$ cat src/rtl/mqsb_pkg.sv
// mqsb_pkg: constants, types and helpers for the shared-buffer queue block
// no dependencies; used by the interfaces and all rtl modules
`default_nettype none

package mqsb_pkg;

    localparam int NUM_QUEUES = 4;
    localparam int SLOTS      = 16;
    localparam int QID_W      = 2;
    localparam int DATA_W     = 32;
    localparam int SLOT_W     = $clog2(SLOTS);
    localparam int PTR_W      = SLOT_W + 1;

    typedef logic [SLOT_W-1:0]        slot_t;
    typedef logic [PTR_W-1:0]         ptr_t;
    typedef logic [QID_W-1:0]         qid_t;
    typedef logic signed [DATA_W-1:0] data_t;
    typedef logic [1:0]               status_t;
    typedef logic                     op_t;

    localparam ptr_t NULL_PTR = PTR_W'(SLOTS);

    localparam op_t OP_ENQ = 1'b0;
    localparam op_t OP_DEQ = 1'b1;

    localparam status_t ST_OK    = 2'd0;
    localparam status_t ST_FULL  = 2'd1;
    localparam status_t ST_EMPTY = 2'd2;

    // one write into the link table
    typedef struct packed {
        logic  en;
        slot_t addr;
        ptr_t  data;
    } link_wr_t;

    function automatic logic is_null(input ptr_t p);
        return p >= NULL_PTR;
    endfunction

    function automatic logic q_present(input qid_t q);
        return 32'(q) < NUM_QUEUES;
    endfunction

    // link table value after reset: next slot, last one null
    function automatic ptr_t link_init(input slot_t s);
        return PTR_W'(s) + PTR_W'(1);
    endfunction

endpackage

`default_nettype wire

$ cat src/rtl/mqsb_req_if.sv
// mqsb_req_if: request channel (operation, queue number, data)
// depends on mqsb_pkg
`default_nettype none

interface mqsb_req_if;
    import mqsb_pkg::*;

    logic  valid;
    logic  ready;
    op_t   op;
    qid_t  queue_id;
    data_t data_in;

    modport source (output valid, output op, output queue_id, output data_in, input ready);
    modport sink   (input valid, input op, input queue_id, input data_in, output ready);
endinterface

`default_nettype wire

$ cat src/rtl/mqsb_rsp_if.sv
// mqsb_rsp_if: response channel (data, status)
// depends on mqsb_pkg
`default_nettype none

interface mqsb_rsp_if;
    import mqsb_pkg::*;

    logic    valid;
    logic    ready;
    data_t   data_out;
    status_t status;

    modport source (output valid, output data_out, output status, input ready);
    modport sink   (input valid, input data_out, input status, output ready);
endinterface

`default_nettype wire

$ cat src/rtl/mqsb_link_store.sv
// mqsb_link_store: next-pointer table, one write and one registered read per cycle
// depends on mqsb_pkg; unwritten entries read as their reset value via valid bits
`default_nettype none

module mqsb_link_store
(
    input  wire logic              clk,
    input  wire logic              rst_n,
    input  wire logic              rd_en,
    input  wire mqsb_pkg::slot_t   rd_addr,
    input  wire mqsb_pkg::link_wr_t wr,
    output mqsb_pkg::ptr_t         rd_data
);
    import mqsb_pkg::*;

    ptr_t             mem [SLOTS];
    logic [SLOTS-1:0] valid_reg;
    ptr_t             mem_q_reg;
    ptr_t             alt_reg;
    logic             use_mem_reg;
    logic             bypass;

    assign bypass = wr.en && (wr.addr == rd_addr);

    always_ff @(posedge clk)
    begin
        if (wr.en)
        begin
            mem[wr.addr] <= wr.data;
        end
        if (rd_en)
        begin
            mem_q_reg   <= mem[rd_addr];
            // same-cycle write wins over the stored copy
            alt_reg     <= bypass ? wr.data : link_init(rd_addr);
            use_mem_reg <= !bypass && valid_reg[rd_addr];
        end
    end

    always_ff @(posedge clk or negedge rst_n)
    begin
        if (!rst_n)
        begin
            valid_reg <= '0;
        end
        else if (wr.en)
        begin
            valid_reg[wr.addr] <= 1'b1;
        end
    end

    assign rd_data = use_mem_reg ? mem_q_reg : alt_reg;

endmodule

`default_nettype wire

$ cat src/rtl/multi_queue_shared_buffer.sv
// multi_queue_shared_buffer: several fifo queues linked through one shared slot store
// depends on mqsb_pkg, mqsb_req_if, mqsb_rsp_if and mqsb_link_store
//
//   channel | dir | payload                     | per item
//   --------+-----+-----------------------------+---------------------------
//   req     | in  | op, queue_id, data_in       | one operation
//   rsp     | out | data_out, status            | one result per operation
//
// one item per cycle when rsp is not stalled; rsp valid is registered after req
// acceptance (memory read at acceptance, update and result when the item fires)
// reset: all queues empty, every slot on the free list, no clearing pass
// a stalled rsp holds the item in the execute stage and req ready drops
// only after both the execute stage and the result register are full
`default_nettype none

module multi_queue_shared_buffer
(
    input  wire logic   clk,
    input  wire logic   rst_n,
    mqsb_req_if.sink    req,
    mqsb_rsp_if.source  rsp
);
    import mqsb_pkg::*;

    // queue pointers and free list head
    ptr_t  head_reg [NUM_QUEUES];
    ptr_t  head_next [NUM_QUEUES];
    slot_t tail_reg [NUM_QUEUES];
    slot_t tail_next [NUM_QUEUES];
    ptr_t  free_head_reg;
    ptr_t  free_head_next;

    // execute stage, loaded at acceptance together with the memory reads
    logic  s1_valid_reg;
    op_t   s1_op_reg;
    qid_t  s1_q_reg;
    data_t s1_din_reg;

    // slot data store with registered read and same-cycle bypass
    data_t slot_mem [SLOTS];
    data_t slot_q_reg;
    data_t slot_wd_reg;
    logic  slot_byp_reg;
    data_t slot_rd;
    logic  slot_we;
    slot_t slot_waddr;

    // result register
    logic    out_valid_reg;
    data_t   out_data_reg;
    status_t out_status_reg;

    logic     accept;
    logic     fire;
    logic     enq_ok;
    logic     deq_ok;
    ptr_t     head_cur;
    ptr_t     link_rd;
    ptr_t     rd_ptr;
    slot_t    rd_idx;
    link_wr_t link_wr;
    data_t    res_data;
    status_t  res_status;

    assign fire   = s1_valid_reg && (!out_valid_reg || rsp.ready);
    assign accept = req.valid && req.ready;
    assign req.ready = !s1_valid_reg || fire;

    assign head_cur = head_reg[s1_q_reg];
    assign enq_ok   = (s1_op_reg == OP_ENQ) && q_present(s1_q_reg) && !is_null(free_head_reg);
    assign deq_ok   = (s1_op_reg == OP_DEQ) && q_present(s1_q_reg) && !is_null(head_cur);
    assign slot_rd  = slot_byp_reg ? slot_wd_reg : slot_q_reg;

    // state update for the item in the execute stage; link_rd holds the
    // link of the free head (enqueue) or of the queue head (dequeue)
    always_comb
    begin
        head_next      = head_reg;
        tail_next      = tail_reg;
        free_head_next = free_head_reg;
        link_wr        = '0;
        slot_we        = 1'b0;
        slot_waddr     = free_head_reg[SLOT_W-1:0];
        res_data       = '0;
        res_status     = ST_OK;

        if (s1_op_reg == OP_ENQ)
        begin
            if (!enq_ok)
            begin
                res_status = ST_FULL;
            end
            else if (fire)
            begin
                free_head_next = link_rd;
                if (is_null(head_cur))
                begin
                    head_next[s1_q_reg] = free_head_reg;
                end
                else
                begin
                    // append after the current tail
                    link_wr.en   = 1'b1;
                    link_wr.addr = tail_reg[s1_q_reg];
                    link_wr.data = free_head_reg;
                end
                tail_next[s1_q_reg] = free_head_reg[SLOT_W-1:0];
                slot_we = 1'b1;
            end
        end
        else
        begin
            if (!deq_ok)
            begin
                res_status = ST_EMPTY;
            end
            else
            begin
                res_data = slot_rd;
                if (fire)
                begin
                    // the tail's link is never written, so the tail test ends the list
                    head_next[s1_q_reg] = (head_cur[SLOT_W-1:0] == tail_reg[s1_q_reg])
                                          ? NULL_PTR : link_rd;
                    link_wr.en   = 1'b1;
                    link_wr.addr = head_cur[SLOT_W-1:0];
                    link_wr.data = free_head_reg;
                    free_head_next = head_cur;
                end
            end
        end
    end

    // read address for the incoming item sees the update of the item ahead
    assign rd_ptr = (req.op == OP_DEQ) ? head_next[req.queue_id] : free_head_next;
    assign rd_idx = rd_ptr[SLOT_W-1:0];

    mqsb_link_store u_link
    (
        .clk     (clk),
        .rst_n   (rst_n),
        .rd_en   (accept),
        .rd_addr (rd_idx),
        .wr      (link_wr),
        .rd_data (link_rd)
    );

    always_ff @(posedge clk)
    begin
        if (slot_we)
        begin
            slot_mem[slot_waddr] <= s1_din_reg;
        end
        if (accept)
        begin
            slot_q_reg   <= slot_mem[rd_idx];
            slot_wd_reg  <= s1_din_reg;
            slot_byp_reg <= slot_we && (slot_waddr == rd_idx);
            s1_op_reg    <= req.op;
            s1_q_reg     <= req.queue_id;
            s1_din_reg   <= req.data_in;
        end
        if (fire)
        begin
            out_data_reg   <= res_data;
            out_status_reg <= res_status;
        end
        tail_reg <= tail_next;
    end

    always_ff @(posedge clk or negedge rst_n)
    begin
        if (!rst_n)
        begin
            for (int i = 0; i < NUM_QUEUES; i++)
            begin
                head_reg[i] <= NULL_PTR;
            end
            free_head_reg <= '0;
            s1_valid_reg  <= 1'b0;
            out_valid_reg <= 1'b0;
        end
        else
        begin
            head_reg      <= head_next;
            free_head_reg <= free_head_next;
            if (accept)
            begin
                s1_valid_reg <= 1'b1;
            end
            else if (fire)
            begin
                s1_valid_reg <= 1'b0;
            end
            if (fire)
            begin
                out_valid_reg <= 1'b1;
            end
            else if (rsp.ready)
            begin
                out_valid_reg <= 1'b0;
            end
        end
    end

    assign rsp.valid    = out_valid_reg;
    assign rsp.data_out = out_data_reg;
    assign rsp.status   = out_status_reg;

    // a refused operation leaves the free list alone
    a_refused_keeps_free: assert property (@(posedge clk) disable iff (!rst_n)
        fire && !enq_ok && !deq_ok |=> $stable(free_head_reg))
        else $error("free list changed on a refused operation");

    // a dequeued slot becomes the new free head
    a_deq_frees_slot: assert property (@(posedge clk) disable iff (!rst_n)
        fire && deq_ok |=> free_head_reg == $past(head_cur))
        else $error("dequeued slot not returned to free list");

    // a new result only appears after the execute stage fires
    a_result_from_fire: assert property (@(posedge clk) disable iff (!rst_n)
        $rose(out_valid_reg) |-> $past(fire))
        else $error("result without an executed item");

    // failed operations carry zero data
    a_fail_zero_data: assert property (@(posedge clk) disable iff (!rst_n)
        out_valid_reg && (out_status_reg != ST_OK) |-> out_data_reg == '0)
        else $error("non-zero data on a failed operation");

endmodule

`default_nettype wire

$ cat src/flat_wrapper.sv
// flat-port wrapper written by rule: the top's interface ports become plain ports
module multi_queue_shared_buffer_flat import mqsb_pkg::*;
  (clk, rst_n, req_valid, req_op, req_queue_id, req_data_in, req_ready, rsp_valid, rsp_data_out, rsp_status, rsp_ready);
  mqsb_req_if req_i ();
  mqsb_rsp_if rsp_i ();
  input  wire logic clk;
  input  wire logic rst_n;
  input wire logic [$bits(req_i.valid)-1:0] req_valid;
  input wire logic [$bits(req_i.op)-1:0] req_op;
  input wire logic [$bits(req_i.queue_id)-1:0] req_queue_id;
  input wire logic [$bits(req_i.data_in)-1:0] req_data_in;
  output wire logic [$bits(req_i.ready)-1:0] req_ready;
  output wire logic [$bits(rsp_i.valid)-1:0] rsp_valid;
  output wire logic [$bits(rsp_i.data_out)-1:0] rsp_data_out;
  output wire logic [$bits(rsp_i.status)-1:0] rsp_status;
  input wire logic [$bits(rsp_i.ready)-1:0] rsp_ready;
  assign req_i.valid = req_valid;
  assign req_i.op = req_op;
  assign req_i.queue_id = req_queue_id;
  assign req_i.data_in = req_data_in;
  assign req_ready = req_i.ready;
  assign rsp_valid = rsp_i.valid;
  assign rsp_data_out = rsp_i.data_out;
  assign rsp_status = rsp_i.status;
  assign rsp_i.ready = rsp_ready;
  multi_queue_shared_buffer u_core (.clk(clk), .rst_n(rst_n), .req(req_i), .rsp(rsp_i));
endmodule
$ cat config.mk
export PLATFORM = sky130hd
export DESIGN_NAME = multi_queue_shared_buffer_flat
export DESIGN_NICKNAME = d
export VERILOG_FILES = /design/src/rtl/mqsb_pkg.sv /design/src/rtl/mqsb_req_if.sv /design/src/rtl/mqsb_rsp_if.sv /design/src/rtl/mqsb_link_store.sv /design/src/rtl/multi_queue_shared_buffer.sv /design/src/flat_wrapper.sv
export SDC_FILE = /design/constraint.sdc
export NUM_CORES = 1
export LEC_CHECK = 0
export ABC_AREA = 1
export BUFFER_PORTS_ARGS = -buffer_cell sky130_fd_sc_hd__buf_4
export CELL_PAD_IN_SITES_DETAIL_PLACEMENT = 1
export CELL_PAD_IN_SITES_GLOBAL_PLACEMENT = 2
export CORE_MARGIN = 1.5
export CORE_UTILIZATION = 23
export CTS_BUF_LIST = sky130_fd_sc_hd__clkbuf_4 sky130_fd_sc_hd__clkbuf_8
export DETAILED_ROUTE_END_ITERATION = 7
export MAX_ROUTING_LAYER = met4
export PLACE_DENSITY_LB_ADDON = 0.1
export SLEW_MARGIN = 20
export SYNTH_ARGS = -nofsm -noshare
export SYNTH_HDL_FRONTEND = slang
export SYNTH_SLANG_ARGS = --single-unit
$ cat constraint.sdc
create_clock -name clk -period 9.01 [get_ports clk]
set_clock_uncertainty 0.05 [all_clocks]
set_input_delay 1.3515 -clock clk [delete_from_list [all_inputs] [get_ports clk]]
set_output_delay 1.3515 -clock clk [all_outputs]
set_load 0.1 [all_outputs]
# --- Word level (Yosys, flattened, before mapping) ---
# Memories as Yosys holds them, arrays and structs flattened. A register that Yosys moved wholly into a read port is not among the register bits.
# Index checks and enable logic that the tools add are counted.
classes:
  order_cmp: 8
  eq_ne: 3
  reduce_logical: 20
  add_sub_neg: 1
  bitwise_logic: 4
  mux: 56
ops:
  columns: ["cell", "count"]
  rows:
  - ["$mux W20", 6]
  - ["$mux W10", 6]
  - ["$mux W5", 11]
  - ["$bwmux W20", 2]
  - ["$mux W32", 1]
  - ["$mux W4", 6]
  - ["$bmux W5 S2", 2]
  - ["$bwmux W16", 1]
  - ["$or A16 B16 Y16", 1]
  - ["$mux W1", 14]
  - ["$eq A4 B4 Y1", 3]
  - ["$demux W5 S2", 1]
  - ["$ge A5 B5 Y1 const B", 2]
  - ["$lt A4 B5 Y1 const B", 2]
  - ["$logic_and A1 B1 Y1", 9]
  - ["$bmux W4 S2", 1]
  - ["$demux W4 S2", 1]
  - ["$ge A3 B3 Y1 const B", 2]
  - ["$not A2 Y3", 2]
  - ["$add A4 B1 Y5 const B", 1]
  - ["$logic_not A1 Y1", 5]
  - ["$bmux W1 S4", 1]
  - ["$demux W1 S4", 1]
  - ["$ge A4 B1 Y1 const B", 1]
  - ["7 further kinds", 10]
totals:
  reg_bits: 167
  input_bits: 39
  memories: 2
  word_cells: 115
  mem_bits_rw: 592
mem_list:
  columns: ["name", "words", "width", "read_ports", "rd_clocked_by_memory_dff", "wr", "line_no", "text"]
  rows:
  - ["u_core.slot_mem", 16, 32, 1, 1, 1, "multi_queue_shared_buffer.sv:40", "data_t slot_mem [SLOTS];"]
  - ["u_core.u_link.mem", 16, 5, 1, 1, 1, "mqsb_link_store.sv:16", "ptr_t mem [SLOTS];"]

# --- Logic depth before layout (Yosys ltp) ---
# Gate-level depths: netlist (run 1).
logic_depth:
  depth_word: 18
  ltp_mapped: 27

# --- Hierarchy ---
# A second synthesis (run 1) with hierarchy kept.
hier_totals:
  cells_unflattened: 3158
  hier_area_um2: 34579.4
modules_own_cells:
  columns: ["mod", "n_inst", "area_each_um2", "cells_each", "seq_area_each_um2"]
  rows:
  - ["multi_queue_shared_buffer", 1, 30045.1, 2756, 20559.7]
  - ["mqsb_link_store", 1, 4534.3, 402, 3133.0]

# --- Worst setup path before layout (run 1) ---
# OpenSTA, ideal clock, no wires.
synth_path:
  path_kind: "input port to flip-flop"
  from: "input rsp_ready"
  to: "memory u_core.slot_mem[0][0] (netlist bit) (enable)"
  t_arrival_ps: 4647
  required_time_ps: 8539
  path_stages: 6
  setup_slack_ps: 3892
  path_buffers: 0
  path_cell_list: "inv_1 a21oi_2 nand2_1 clkinv_1 nand3_1 nor2_1"
synth_between:
  elab_chain_len: 7
synth_rtl:
  columns: ["element", "line_no", "text"]
  rows:
  - ["start: declaration", "flat_wrapper.sv:16", "input wire logic [$bits(rsp_i.ready)-1:0] rsp_ready;"]
  - ["$logic_or A1 B1 Y1", "multi_queue_shared_buffer.sv:65", "assign fire = s1_valid_reg && (!out_valid_reg || rsp.ready);"]
  - ["$logic_and A1 B1 Y1", "multi_queue_shared_buffer.sv:65", null]
  - ["named net u_core.fire", "multi_queue_shared_buffer.sv:54", "logic fire;"]
  - ["$mux W1", "multi_queue_shared_buffer.sv:93", "else if (fire)"]
  - ["$mux W1", "multi_queue_shared_buffer.sv:89", "if (!enq_ok)"]
  - ["$mux W1", "multi_queue_shared_buffer.sv:87", "if (s1_op_reg == OP_ENQ)"]
  - ["$mux W1", "multi_queue_shared_buffer.sv:150", "if (slot_we)"]
  - ["$mux W1 (implied by the code)", "multi_queue_shared_buffer.sv:152", "slot_mem[slot_waddr] <= s1_din_reg;"]
  - ["end: declaration", "multi_queue_shared_buffer.sv:40", null]
# The timed path passes the listed nets, and every way through them passes these cells.

# --- Worst setup path after layout (run 1) ---
layout_path:
  from: "register u_core.s1_q_reg[0]"
  to: "register u_core.slot_q_reg[13], read port of u_core.slot_mem, data pin"
layout_between:
  elab_cells_between_ends: 32
  classes_between: "order compare (3); eq/ne (1); mux (24); bitwise (1); reduce/logical (3)"
layout_lines:
  columns: ["element", "line_no", "text"]
  rows:
  - ["start: declaration", "multi_queue_shared_buffer.sv:36", "qid_t s1_q_reg;"]
  - ["start signal: assignment", "multi_queue_shared_buffer.sv:160", "s1_q_reg <= req.queue_id;"]
  - ["$not A2 Y3 (implied by the code) (*)", "multi_queue_shared_buffer.sv:69", "assign head_cur = head_reg[s1_q_reg];"]
  - ["$bmux W5 S2 (*)", "multi_queue_shared_buffer.sv:69", null]
  - ["$mux W5 (implied by the code) (*) (2 in a row)", "multi_queue_shared_buffer.sv:69", null]
  - ["$ge A5 B5 Y1", "mqsb_pkg.sv:38", "return p >= NULL_PTR;"]
  - ["$logic_not A1 Y1", "multi_queue_shared_buffer.sv:71", "assign deq_ok = (s1_op_reg == OP_DEQ) && q_present(s1_q_reg) && !is_null(head_cur);"]
  - ["$logic_and A1 B1 Y1", "multi_queue_shared_buffer.sv:71", null]
  - ["$mux W5 (*)", "multi_queue_shared_buffer.sv:113", "if (!deq_ok)"]
  - ["$mux W5 (*)", "multi_queue_shared_buffer.sv:87", null]
  - ["named net u_core.free_head_next[1]", "multi_queue_shared_buffer.sv:31", "ptr_t free_head_next;"]
  - ["$mux W4 (*)", "multi_queue_shared_buffer.sv:135", "assign rd_ptr = (req.op == OP_DEQ) ? head_next[req.queue_id] : free_head_next;"]
  - ["end: declaration", "multi_queue_shared_buffer.sv:41", "data_t slot_q_reg;"]
# Mark *: on every way through the listed nets, which the timed path passes. The rest lies on a longest branch. The select of a mux whose other input is x is not followed.
# A chain may end at the register's enable or synchronous reset.

==> results of run 1 <==
-- kinds of logic after synthesis --
group                    Yosys count  share of synthesized area [%]
AND/OR/NAND/NOR                 1669                          20.41
AO/OA/AOI/OAI                    195                          4.044
multiplexers                       5                         0.1694
XOR/XNOR                           3                        0.07909
adder cells (fa/ha/maj)            1                        0.03765
buffers and inverters            278                          3.957
flip-flops                       796                          71.30
-- how the worst max path moves through the flow --
stage	startpoint	endpoint	slack (ps)	cells after the start
2_1_floorplan	rsp_ready	u_core.slot_mem[0][0]	3890	6
3_3_place_gp	rsp_ready	u_core.slot_q_reg[19]	2180	18
3_5_place_dp	rsp_ready	u_core.slot_q_reg[12]	2050	18
4_1_cts	u_core.s1_q_reg[0]	u_core.slot_q_reg[8]	2850	18
5_1_grt	u_core.s1_q_reg[0]	u_core.slot_q_reg[14]	2490	22
6_report	u_core.s1_q_reg[0]	u_core.slot_q_reg[13]	3090	18
-- power breakdown --
part           internal [uW]  switching [uW]  leakage (uW)  total [uW]
clock network           1990            1660       0.00161        3650
registers               4410             189       0.00737        4590
logic                    586            1790       0.00575        2380
-- critical path, stage by stage, from the launching register on --
cell      delay [ps]
edfxtp_1         360
buf_4            260
inv_2            380
nor2_4            90
nand2_1           90
nand3_2          210
inv_1            130
ha_2             180
buf_4            540
o21ai_0          340
a221o_1          470
nand2_1          190
nand2_8          420
inv_6            880
buf_4            620
o211ai_1         170
nand3_1          100
nand3_1           80
nand2_1           90
-- placed cells by master (no fill, tap or decap), drive strengths merged --
cell type and count:
a211oi 1, a21boi 8, a21oi 31, a221o 2, and2 7, buf 114, bufinv 3, clkbuf 217
clkinv 57, clkinvlp 6, dfrtp 39, dfstp 4, diode 1, edfxtp 753, ha 1, inv 129
mux2 5, nand2 1192, nand3 311, nand4 3, nor2 145, nor3 1, nor4 1, o211ai 89
o21ai 62, o22ai 1, o2bb2ai 1, or2 9, xor2 3
-- routing by layer --
layer	part of all wire [%]	up-vias	track usage (%)
li1	-	10340	-
met1	48	11180	21.12
met2	47	336	25.95
met3	3.3	168	2.911
met4	1.8	0	4.299
met5	0	-	-
-- area by class of cell --
type	count	area, um^2	area share, %
repair buffers	114	893.4	2.294
diodes	1	2.502	0.006426
flip-flops and latches	796	23690	60.84
clock inverters	64	404.1	1.038
inverters	131	505.5	1.298
well taps	1903	2381	6.114
multi-input cells	1873	8414	21.61
clock buffers	217	2649	6.802
-- per-stage QoR --
stage	utilization, %	instance area (um^2)	worst slack, ps	instances	hold slack (ps)
6_report	27.14	38940	3085	5099	405.5
5_1_grt	27.14	38940	2491	5099	426.1
4_1_cts	27.14	38940	2853	5098	373.9
3_5_place_dp	25.01	35890	2053	4817	401.5
3_3_place_gp	25.01	35890	2175	4817	390.1
2_1_floorplan	-	33230	3892	2947	377.4
==> impl_metrics.json, run 1 <==
{
  "route.detailed.drc": 0,
  "gp_congestion": 0.7467,
  "pwr_density_cell_nw_per_um2": 272.7,
  "finalHoldViolCount": 0,
  "core_um2": 143500,
  "synth_warnings": 0,
  "synth.largest_area_cell": "edfxtp_1",
  "rsz0062_at_grt": "no",
  "total_power_uw": 10620,
  "tightest_slew_ps": 1079,
  "ir_worst_vdd_mv": 0.1260,
  "dp_hpwl_um": 59180,
  "synth_cells": 2947,
  "r2r_cells": 18,
  "largestRegisters": "u_core.slot_mem (512), u_core.u_link.mem (80)",
  "hold_path_end": "u_core.u_link.valid_reg[14]",
  "clock_latency_ps": 870,
  "status": "complete, no violations",
  "grt_pass1_wl_um": 168400,
  "synth_common_cells": "1182 x nand2_1, 753 x edfxtp_1, 307 x nand3_1, 140 x nor2_1, 122 x inv_1",
  "io_buffers": 74,
  "netlist_area_um2": 33230,
  "power_leakage_uw": 0.01473,
  "fill_cells": 15970,
  "synth_edf_count": 753,
  "antenna_left": 0,
  "drv_cap": 0,
  "htree_levels": 4,
  "critPathMaxFanout": 89,
  "maxSlewViolCount": 0,
  "dr_total_vias": 22020,
  "synth_area_leaders": "edfxtp_1 68%, nand2_1 13%, nand3_1 4.6%",
  "io_pins": 75,
  "die-area_um2": 146800,
  "path_clk_slew_ps": 60,
  "hp-start": "u_core.u_link.valid_reg[14]",
  "drt_iter0_drc": 1163,
  "detail_route.wl_per_cell_um": 22.44,
  "whs_path_depth": 2,
  "via_per_inst": 4.318,
  "ys.flop_type": "edfxtp_1",
  "r2r_start": "u_core.s1_q_reg[0]",
  "min_period_ps": 5925,
  "ctsHoldBuffers": 0,
  "critPathKind": "reg2reg",
  "antenna_found_initial": 3,
  "clock-sinks": 796,
  "grt_pass1_vias": 23780,
  "postSynth.asyncResetShare_pct": 5.402,
  "synth_top_area_share_pct": 68.05,
  "slew_headroom_pct": 27.94,
  "cts_tree": "built",
  "ys_seq_area_share_pct": 71.30,
  "num_rows": 139,
  "areaGrowthSynthToFinish_pct": 17.19,
  "setup-tns-final_ps": 0,
  "fp.dieW_um": 383.1,
  "setup_viol": 0,
  "period_share_pct": 65.76,
  "r2r_slack_ps": 3090,
  "regMostFlops": "u_core.slot_mem",
  "final_layout_size_suffix_gt1_share_pct": 14.08,
  "grt_usage_pct": 16.23,
  "syn-num-nets": 2987,
  "finalNetCount": 3112,
  "synth.avg_cell_area_um2": 11.28,
  "root_buffer": "clkbuf_8",
  "die_y_um": 383.1,
  "drt-total-wl_um": 114400,
  "largest_register_ffs": 512,
  "ys_seq_elements": 796,
  "max_freq_mhz": 168.8,
  "reg2reg_to": "u_core.slot_q_reg[13]",
  "cts_made_buffers": 156,
  "crit_path_end_kind": "register",
  "yosysUniqueCellTypes": 40,
  "cp.required_ps": 9670,
  "hp-class": "reg2reg",
  "cts_buffer_depth": 3,
  "grt_start_max_net_pins": 124,
  "worst_setup_path_start_kind": "register",
  "cp.arrival_ps": 6590,
  "cts_resized": 0,
  "dr.pass1.iters": 5,
  "post_cts_buffers": 0,
  "synth.most_common_cell": "nand2_1",
  "start_util_pct": 23.16,
  "overflow": 0
}
(Power assumes the default switching activity.)
==> inputs of run 2 (changes only) <==
==> constraint.sdc (replaced) <==
create_clock -name clk -period 5.9 [get_ports clk]
set_clock_uncertainty 0.05 [all_clocks]
set_input_delay 0.885 -clock clk [delete_from_list [all_inputs] [get_ports clk]]
set_output_delay 0.885 -clock clk [all_outputs]
set_load 0.1 [all_outputs]
==> impl_metrics.json, run 2 (synthesis gave the netlist of run 1 again) <==
{
  "areaGrowthSynthToFinish_pct": 17.83,
  "power_leakage_uw": 0.01482,
  "path_clk_slew_ps": 50,
  "start_util_pct": 23.16,
  "cp.arrival_ps": 5500,
  "detail_route.wl_per_cell_um": 22.05,
  "htree_levels": 4,
  "drt-total-wl_um": 112800,
  "finalNetCount": 3136,
  "num_rows": 139,
  "grt_start_max_net_pins": 105,
  "cts_tree": "built",
  "hp-class": "in2reg",
  "io_buffers": 74,
  "worst_setup_path_start_kind": "register",
  "clock-sinks": 796,
  "place_ws_ps": 910.6,
  "cp.required_ps": 6450,
  "via_per_inst": 4.325,
  "status": "complete, no violations",
  "grt_usage_pct": 15.95,
  "layout_common_cells": "1181 x nand2_1, 753 x edfxtp_1, 307 x nand3_1, 159 x clkbuf_8, 120 x nor2_1",
  "antenna_left": 0,
  "final_layout_size_suffix_gt1_share_pct": 14.33,
  "setup-tns-final_ps": 0,
  "grt_pass1_vias": 23760,
  "gp_congestion": 0.7525,
  "die_y_um": 383.1,
  "maxSlewViolCount": 0,
  "slew_headroom_pct": 29.43,
  "critPathKind": "reg2reg",
  "dr.pass1.iters": 5,
  "place_area_um2": 36230,
  "final_area_um2": 39150,
  "dr_total_vias": 22120,
  "critPathMaxFanout": 59,
  "crit_path_end_kind": "register",
  "tightest_slew_ps": 1059,
  "root_buffer": "clkbuf_8",
  "largestRegisters": "u_core.slot_mem (512), u_core.u_link.mem (80)",
  "cts_buffer_depth": 3,
  "clock_latency_ps": 870,
  "worst_slack_ps": 947.6,
  "mostFrequentLayoutCell": "nand2_1",
  "fp.dieW_um": 383.1,
  "max_freq_mhz": 201.9,
  "period_share_pct": 83.94,
  "rsz0062_at_grt": "no",
  "io_pins": 75,
  "drt_iter0_drc": 1110,
  "antenna_found_initial": 2,
  "setup_viol": 0,
  "finalHoldViolCount": 0,
  "ir_worst_vdd_mv": 0.1828,
  "grt_pass1_wl_um": 165800,
  "largest_register_ffs": 512,
  "pwr_density_cell_nw_per_um2": 410.9,
  "die-area_um2": 146800,
  "regMostFlops": "u_core.slot_mem",
  "route.detailed.drc": 0,
  "dp_hpwl_um": 63070,
  "overflow": 0,
  "min_period_ps": 4952,
  "drv_cap": 0,
  "cts_made_buffers": 157,
  "fin_util_pct": 27.29,
  "core_um2": 143500,
  "post_cts_buffers": 0
}
-- run 2: cell count changes in the layout (fill, tap and decap cells not counted), sizes merged --
cell / before / now
buf: 114 / 136
clkinv: 57 / 50
bufinv: 3 / 0
clkbuf: 217 / 215
clkinvlp: 6 / 8
inv: 129 / 131
dlygate4sd3: 0 / 1
-- run 2: layer usage --
| layer | track usage, % | routed length (um) | up-vias |
|---|---|---|---|
| li1 | - | - | 10400 |
| met1 | 20.28 | 52640 | 11190 |
| met2 | 25.79 | 53810 | 354 |
| met3 | 2.929 | 3824 | 184 |
| met4 | 4.740 | 2500 | 0 |
| met5 | - | 0 | - |
-- run 2: path summary, 6_finish.rpt --
| kind | startpoint | to | slack, ps | depth (start not counted) |
|---|---|---|---|---|
| min in group asynchronous | rst_n | u_core.u_link.valid_reg[11] | 580 | 2 |
| max | u_core.s1_q_reg[1] | u_core.slot_q_reg[10] | 950 | 22 |
| max reg2reg | u_core.s1_q_reg[1] | u_core.slot_q_reg[10] | 950 | 22 |
| min | req_data_in[23] | u_core.s1_din_reg[23] | 140 | 1 |
| max in group asynchronous | rst_n | u_core.s1_valid_reg | 4760 | 2 |
| min reg2reg | u_core.u_link.valid_reg[14] | u_core.u_link.valid_reg[14] | 410 | 2 |
-- run 2: power breakdown --
group	internal, uW	switching (uW)	total, uW
Combinational	972	2760	3740
Sequential	6730	295	7020
Clock	2850	2480	5330
-- run 2: repair_timing --
item                      CTS  global route
hold endpoints to repair   39             0
hold buffers                1             0
resized for setup           0             0
-- run 2: critical path: stages, from the launching register on --
cell      delay [ps]
edfxtp_1         730
buf_4            330
nor2_4            70
nand2_1           80
nand3_2          160
inv_1            130
ha_2             180
inv_1             50
nor2_2           270
nand3_1          320
inv_1            160
nand3_1          120
nand2_1          110
nand3_1           80
nand3_1          210
nand3_2          300
nand2_8          400
buf_12           360
nand2_1           90
o211ai_1         100
nand3_1          100
nand3_1          140
nand2_1           70
-- run 2: final cells by class --
cell class	count	area, um^2
antenna	1	2.502
clock buffer	215	2609
clock inverter	58	292.8
fill	15880	104300
inverter	131	505.5
multi-input combinational	1873	8411
sequential	796	23690
tap	1903	2381
timing repair buffer	137	1259
-- run 2: through the flow --
stage / std cells / hold WS, ps / total power, uW
after floorplan: 2947 / 377.4 / 9448
after global placement: 4837 / 389.1 / 10970
after detailed placement: 4839 / 396.4 / 11000
after CTS: 5113 / 16.92 / 16480
after global routing: 5114 / 61.04 / 17040
final: 5114 / 140.0 / 16090
